--- config.mk ---
export PLATFORM = sky130hd
export DESIGN_NAME = tsa_ctrl
export DESIGN_NICKNAME = d
export VERILOG_FILES = /design/src/design/tsa_pkg.sv /design/src/design/tsa_ctrl.sv
export SDC_FILE = /design/constraint.sdc
export NUM_CORES = 1
export LEC_CHECK = 0
export ABC_AREA = 1
export ABC_CLOCK_PERIOD_IN_PS = 1300
export CAP_MARGIN = 40
export CORE_AREA = 2 2 39 41
export DETAILED_ROUTE_END_ITERATION = 8
export DIE_AREA = 0 0 41 43
export DONT_BUFFER_PORTS = 1
export GPL_ROUTABILITY_DRIVEN = 0
export PLACE_DENSITY = 0.64
export SLEW_MARGIN = 10
export SYNTH_ARGS = -nofsm -noshare
export SYNTH_HDL_FRONTEND = slang
export SYNTH_SLANG_ARGS = --single-unit
--- constraint.sdc ---
create_clock -name i_clk -period 1.3 [get_ports i_clk]
set_clock_uncertainty 0.15 [all_clocks]
set_input_delay 0 -clock i_clk [delete_from_list [all_inputs] [get_ports i_clk]]
set_output_delay 0 -clock i_clk [all_outputs]
set_load 0.03 [all_outputs]
--- src/design/tsa_pkg.sv ---
// Package for the typed slot allocator: word types, codes, controller states
// and the command and status structs between controller and datapath.
// No dependencies.
`timescale 1ns / 1ps
`default_nettype none
package tsa_pkg;

    localparam logic [1:0] MODE_LOAD    = 2'd0;
    localparam logic [1:0] MODE_ALLOC   = 2'd1;
    localparam logic [1:0] MODE_RELEASE = 2'd2;
    localparam logic [1:0] MODE_ILLEGAL = 2'd3;

    localparam logic [1:0] KIND_INACTIVE = 2'd0;
    localparam logic [1:0] KIND_SMALL    = 2'd1;
    localparam logic [1:0] KIND_LARGE    = 2'd2;
    localparam logic [1:0] KIND_BAD      = 2'd3;

    localparam logic [1:0] ST_OK       = 2'd0;
    localparam logic [1:0] ST_NO_FREE  = 2'd1;
    localparam logic [1:0] ST_BAD_SLOT = 2'd2;
    localparam logic [1:0] ST_BAD_KIND = 2'd3;

    localparam logic [1:0] REG_FLOORS  = 2'd0;
    localparam logic [1:0] REG_ROWS    = 2'd1;
    localparam logic [1:0] REG_COLUMNS = 2'd2;

    typedef struct packed {
        logic [1:0] mode;
        logic [2:0] floor_index;
        logic [9:0] row_index;
        logic [9:0] column_index;
        logic [1:0] slot_kind;
        logic       strategy;
    } t_in_word;

    typedef struct packed {
        logic [1:0]  status;
        logic [2:0]  granted_floor;
        logic [9:0]  granted_row;
        logic [9:0]  granted_column;
        logic [10:0] free_small;
        logic [10:0] free_large;
    } t_out_word;

    typedef enum logic [3:0] {
        S_CLEAR, S_IDLE, S_PREP, S_CHECK, S_READ, S_UPDATE,
        S_BEST, S_PICK, S_SCAN, S_GRANT, S_RESP
    } t_state;

    typedef enum logic [1:0] {
        CNT_NONE, CNT_LOAD, CNT_REL, CNT_ALLOC
    } t_cnt_op;

    typedef struct packed {
        logic       capture;
        logic       prep;
        logic       clear;
        logic       set_st;
        logic [1:0] st_code;
        logic       wr_load;
        logic       wr_release;
        logic       wr_alloc;
        t_cnt_op    cnt_op;
        logic       best_start;
        logic       best_step;
        logic       scan_start;
        logic       scan_single;
    } t_dp_cmd;

    typedef struct packed {
        logic       clear_last;
        logic [1:0] mode;
        logic [1:0] kind;
        logic       strategy;
        logic       exists;
        logic       slot_ok;
        logic       best_last;
        logic       best_zero;
        logic       scan_hit;
        logic       scan_miss;
    } t_dp_sts;

endpackage
`default_nettype wire

--- src/design/tsa_ctrl.sv ---
// Controller state machine of the typed slot allocator.
// Depends on tsa_pkg; drives tsa_datapath through t_dp_cmd.
`timescale 1ns / 1ps
`default_nettype none
module tsa_ctrl (
    input  wire             i_clk,
    input  wire             i_rst_n,
    input  wire             i_start,
    output logic            o_busy,
    output logic            o_strobe,
    output tsa_pkg::t_dp_cmd o_cmd,
    input  tsa_pkg::t_dp_sts i_sts
);
    import tsa_pkg::*;

    t_state r_state, n_state;

    always_ff @(posedge i_clk) begin
        if (!i_rst_n) r_state <= S_CLEAR;
        else          r_state <= n_state;
    end

    always_comb begin
        n_state = r_state;
        unique case (r_state)
            S_CLEAR:  if (i_sts.clear_last) n_state = S_IDLE;
            S_IDLE:   if (i_start) n_state = S_PREP;
            S_PREP:   n_state = S_CHECK;
            S_CHECK: begin
                case (i_sts.mode)
                    MODE_LOAD:
                        n_state = (i_sts.kind == KIND_BAD || !i_sts.exists) ? S_RESP : S_READ;
                    MODE_ALLOC:
                        if (i_sts.kind != KIND_SMALL && i_sts.kind != KIND_LARGE)
                            n_state = S_RESP;
                        else
                            n_state = i_sts.strategy ? S_BEST : S_SCAN;
                    MODE_RELEASE:
                        n_state = i_sts.exists ? S_READ : S_RESP;
                    default: n_state = S_RESP;
                endcase
            end
            S_READ:   n_state = S_UPDATE;
            S_UPDATE: n_state = S_RESP;
            S_BEST:   if (i_sts.best_last) n_state = S_PICK;
            S_PICK:   n_state = i_sts.best_zero ? S_RESP : S_SCAN;
            S_SCAN: begin
                if (i_sts.scan_hit)       n_state = S_GRANT;
                else if (i_sts.scan_miss) n_state = S_RESP;
            end
            S_GRANT:  n_state = S_RESP;
            S_RESP:   n_state = S_IDLE;
            default:  n_state = S_IDLE;
        endcase
    end

    always_comb begin
        o_cmd    = '0;
        o_busy   = (r_state != S_IDLE);
        o_strobe = (r_state == S_RESP);
        unique case (r_state)
            S_CLEAR: o_cmd.clear = 1'b1;
            S_IDLE:  o_cmd.capture = i_start;
            S_PREP:  o_cmd.prep = 1'b1;
            S_CHECK: begin
                case (i_sts.mode)
                    MODE_LOAD: begin
                        if (i_sts.kind == KIND_BAD) begin
                            o_cmd.set_st  = 1'b1;
                            o_cmd.st_code = ST_BAD_KIND;
                        end else if (!i_sts.exists) begin
                            o_cmd.set_st  = 1'b1;
                            o_cmd.st_code = ST_BAD_SLOT;
                        end
                    end
                    MODE_ALLOC: begin
                        if (i_sts.kind != KIND_SMALL && i_sts.kind != KIND_LARGE) begin
                            o_cmd.set_st  = 1'b1;
                            o_cmd.st_code = ST_BAD_KIND;
                        end else if (i_sts.strategy) begin
                            o_cmd.best_start = 1'b1;
                        end else begin
                            o_cmd.scan_start = 1'b1;
                        end
                    end
                    MODE_RELEASE: begin
                        if (!i_sts.exists) begin
                            o_cmd.set_st  = 1'b1;
                            o_cmd.st_code = ST_BAD_SLOT;
                        end
                    end
                    default: begin
                        o_cmd.set_st  = 1'b1;
                        o_cmd.st_code = ST_BAD_SLOT;
                    end
                endcase
            end
            S_UPDATE: begin
                o_cmd.set_st = 1'b1;
                if (i_sts.mode == MODE_LOAD) begin
                    o_cmd.wr_load = 1'b1;
                    o_cmd.cnt_op  = CNT_LOAD;
                    o_cmd.st_code = ST_OK;
                end else if (i_sts.slot_ok) begin
                    o_cmd.wr_release = 1'b1;
                    o_cmd.cnt_op     = CNT_REL;
                    o_cmd.st_code    = ST_OK;
                end else begin
                    o_cmd.st_code = ST_BAD_SLOT;
                end
            end
            S_BEST: o_cmd.best_step = 1'b1;
            S_PICK: begin
                if (i_sts.best_zero) begin
                    o_cmd.set_st  = 1'b1;
                    o_cmd.st_code = ST_NO_FREE;
                end else begin
                    o_cmd.scan_start  = 1'b1;
                    o_cmd.scan_single = 1'b1;
                end
            end
            S_SCAN: begin
                if (i_sts.scan_miss && !i_sts.scan_hit) begin
                    o_cmd.set_st  = 1'b1;
                    o_cmd.st_code = ST_NO_FREE;
                end
            end
            S_GRANT: begin
                o_cmd.wr_alloc = 1'b1;
                o_cmd.cnt_op   = CNT_ALLOC;
                o_cmd.set_st   = 1'b1;
                o_cmd.st_code  = ST_OK;
            end
            default: ;
        endcase
    end

endmodule
`default_nettype wire

Word level (Yosys, flattened, before mapping)
Index checks and enable logic that the tools add are counted.
- output and inout bits: 17
- input port bits: 15
- register bits: 4
- reductions and logical operators: 9
- eq/ne operators: 20
- muxes and demuxes: 43
- operators by type and width (kind ; number):
    4-bit two-way mux ; 9
    4-bit case mux with 9 select lines ; 1
    4-bit by 3-bit == test with 1-bit output (second input constant) ; 4
    1-bit two-way mux ; 16
    3-bit two-way mux ; 5
    3-bit case mux with 5 select lines ; 1
    2-bit two-way mux ; 7
    4-bit == test (second input constant) ; 3
    4-bit case mux with 3 select lines ; 1
    3-bit case mux with 3 select lines ; 1
    4-bit by 2-bit == test with 1-bit output (second input constant) ; 2
    2-bit != test (second input constant) ; 4
    2-bit == test (second input constant) ; 2
    4-bit by 1-bit == test with 1-bit output (second input constant) ; 1
    4-bit logical NOT ; 1
    4-bit by 1-bit != test with 1-bit output (second input constant) ; 1
    2-bit case mux with 2 select lines ; 1
    4-bit AND reduction ; 1
    3-bit != test (second input constant) ; 1
    2-bit by 1-bit == test with 1-bit output (second input constant) ; 1
    1-bit logical AND ; 2
    1-bit logical NOT ; 2
    2-bit logical NOT ; 1
    2-bit by 1-bit != test with 1-bit output (second input constant) ; 1
    3 further kinds ; 3

Depth between registers and ports, before layout
- word-level depth: 5
- depth in mapped cells: 10
- gate-level depth less buffers: 10

Worst setup path before layout
No wires, ideal clock.
- path type: reg2out
- start point: register r_state[3]
- end point: output port o_cmd[1] in the netlist's numbering
- slack: -0.351 ns
- stages on the path, launching flop included: 6
- arrival: 1.501 ns
- path buffers: 0
- cell sequence: dfxtp_1 > inv_2 > nand2_1 > nor2_2 > inv_1 > o32ai_1
- RTL lines (element ; line ; RTL):
    from (decl) ; tsa_ctrl.sv:16 ; t_state r_state, n_state;
    from (signal assigned) ; tsa_ctrl.sv:20 ; else r_state <= n_state;
    to (decl) ; tsa_ctrl.sv:11 ; output tsa_pkg::t_dp_cmd o_cmd,

==> summary.txt <==
Floorplan
  • # IOs: 32
  • Core area: 0.00138 mm2
  • Die span in y: 43 um
  • Core Rows: 14
  • Die width: 41 um
  • Die area: 0.00176 mm2
  • Starting Density: 0.412

Synthesis
  • FFs w/ async S/R, synth: 0
  • Count leader, synth: nand2_1
  • Unique cell type count in the Yosys netlist: 23
  • Area contributors post-synth: nand2_1 19%, dfxtp_1 14%, inv_1 13%, nor2_1 13%, nor2_2 5.5%
  • Synth Area in Compound Gates: 0.200
  • Synth Flop Type: dfxtp_1
  • Net Count, Synth: 127
  • Simple-Gate Fraction of Synth Area: 0.480
  • Synth top cells by count: 29 x nand2_1, 20 x inv_1, 20 x nor2_1
  • Yosys top cell by area: nand2_1
  • Synthesized cell area: 571 um2
  • Synth Register Bits: 4
  • Post-Synth Adder-Cell Area: 0.0219
  • EDFF count, synth: 0
  • Yosys warns: 0
  • Register area share after synthesis: 0.140
  • Syn Area/Cell: 5.14 um2
  • Main combinational cell family by area after synthesis: simple AND/OR/NAND/NOR gates
  • XOR/XNOR Fraction of Synth Area: 0
  • Post-Synthesis Cells: 111
  • Synth top area share: 0.191
  • Mux share of post-synthesis cell area: 0

Worst setup path
  • Critical setup path kind: reg2out
  • CP delay by family, top: simple AND/OR/NAND/NOR gates
  • Worst setup EP type: primary output
  • WP data arrival: 1510 ps
  • Max incr delay on CP: 380 ps
  • Slowest library cell on the worst path: dfxtp_4
  • Critical path peak fanout: 5
  • WP data required: 1150 ps
  • Worst Setup Start Kind: flip-flop
  • Worst path buffer plus inverter count: 3
  • Cells along the critical path: nand2_2 > nor2_4 > nand2_2 > o21ai_1 > inv_1 > a21oi_2 > inv_1 > nand4_1 > buf_12

Routing
  • Vias per inst: 5.26
  • Iteration-0 DRC Markers: 31
  • Total Routed Length: 2.48 mm
  • Drt drc: 0
  • Drt pass-1 iters: 4
  • Remaining antenna violation count after routing: 0
  • Vias: 894
  • Wire per inst: 14.6 um

Placed design
  • Post-DP HPWL: 1.42 mm
  • Port buffer count: 0

Clocking
  • Clock latency on the worst-skew pair: 240 ps
  • H-tree depth: 1
  • CTS tree: done
  • Clk sinks: 4
  • Clock Tree Buf Depth: 2
  • CTS buffer count: 3
  • CTS clock-pin slew for the worst setup and hold paths: 40 ps
  • Root buf cell: clkbuf_4

Timing
  • Max-slew headroom: 0.804
  • Unrepaired setup endpoints after global routing: true
  • Final setup fails: 18
  • FMAX: 0.604 GHz
  • Worst slew pin tran: 291 ps
  • Fin. max-slew vios: 0
  • Setup TNS: -3900 ps
  • Tmin final: 1660 ps
  • Fin Hold WS: 28.1 ps
  • Tcrit/Tclk final: 1.27
  • Final worst slack: -355 ps
  • Hold Vio Cnt, Final: 0

Cells and area
  • Largest regs: r_state x4
  • Seq. cell area: 95.1 um2
  • FILL cells: 77
  • # diodes: 0
  • Area of the multi-input gates: 542 um2
  • Top reg by flops: r_state
  • Area Growth Syn to Fin: 107%
  • Final net count: 172
  • Max FFs per register: 4
  • Fin util: 0.852
  • Layout cells sized above 1: 0.519

Global routing
  • Largest net degree at the start of global routing: 7
  • Initial antenna violation count: 0
  • Vias in the first global route: 803
  • Met3 GRT Util: 0.0681
  • Total GRT Usage: 0.254
  • First-pass GRT wire length: 3.13 mm
  • Global route overflow: 0
  • Most Used Layer, Global Route: met2
  • Met2 Track Usage GR: 0.469
  • Met1 Use GR: 0.260

Pwr
  • Peak VDD IR: 0.00120 V
  • Static leakage: 0.575 nW
  • Power density cells: 1290 mW/mm2

Run status
  • Failing checks: setup timing
  • Status: finished with violations

Worst hold path
  • Min-Delay Path Class: in2out

Run
  • Max-capacitance violation count: 0
[repair_timing]
| item | 4_1_cts | 5_1_grt |
|---|---|---|
| gates resized for setup | 30 | 18 |
| gates cloned | 0 | 0 |
| hold buffers | 6 | 0 |
| endpoints found under the setup margin | 17 | 20 |
| pin swaps | 9 | 8 |
| hold endpoints to repair | 4 | 0 |
| buffers inserted | 5 | 4 |
[kinds of logic after synthesis]
logic type      after synthesis
flops                         4
buf+inv                      24
compound gates               18
simple gates                 64
fa+ha+maj                     1
[layer usage]
| metal | wire [um] | part of all wire | vias up |
|---|---|---|---|
| li1 | - | - | 437 |
| met1 | 906 | 0.37 | 407 |
| met2 | 1400 | 0.56 | 42 |
| met3 | 126 | 0.051 | 8 |
| met4 | 47 | 0.019 | 0 |
| met5 | 0 | 0 | - |
[metrics by stage]
step | setup slack, ps | instance area [um2] | power [mW] | cells
3_3_place_gp | -75.5 | 870 | 0.982 | 153
6_report | -355 | 1180 | 1.52 | 170
5_1_grt | -434 | 1180 | 1.62 | 170
3_5_place_dp | -87.1 | 870 | 0.996 | 153
4_1_cts | -304 | 1070 | 1.31 | 166
2_1_floorplan | -38.9 | 617 | 0.754 | 111
[layout make-up]
type,instances,share of cell area
timing repair buffer,40,0.335
multi-input combinational,83,0.460
clock buffer,3,0.0191
sequential,4,0.0807
tap,16,0.0170
inverter,24,0.0881
[worst paths after layout]
kind | from | end | slack [ps] | cells after the start
max reg2reg | r_state[0] | r_state[1] | -330 | 11
max | r_state[0] | o_cmd[11] | -360 | 9
min | i_sts[2] | o_cmd[0] | 30 | 2
min reg2reg | r_state[0] | r_state[0] | 480 | 2
[placed cells by master, fill, tap and decap left out, types with 2 or more instances in the layout]
cell type and n:
nand2_4 2, nor2_4 9, o21ai_0 2, o21ai_2 2
inv_4 2, nor2_1 14, nand4_1 2, a21oi_2 2
buf_6 8, nor2_2 2, dfxtp_4 4, inv_2 5
buf_4 22, dlygate4sd3_1 6, nand2_1 22, clkbuf_4 3
o21ai_1 4, nand2_2 7, nand3_1 2, buf_12 4
inv_1 15
[report_power, final]
group          switching [mW]  total, mW  leakage [nW]  internal [mW]
Clock                  0.0579      0.162        0.0138          0.104
Combinational           0.674       1.12         0.526          0.446
Sequential             0.0682      0.240        0.0356          0.172
Power figures use the tool's default switching activity.
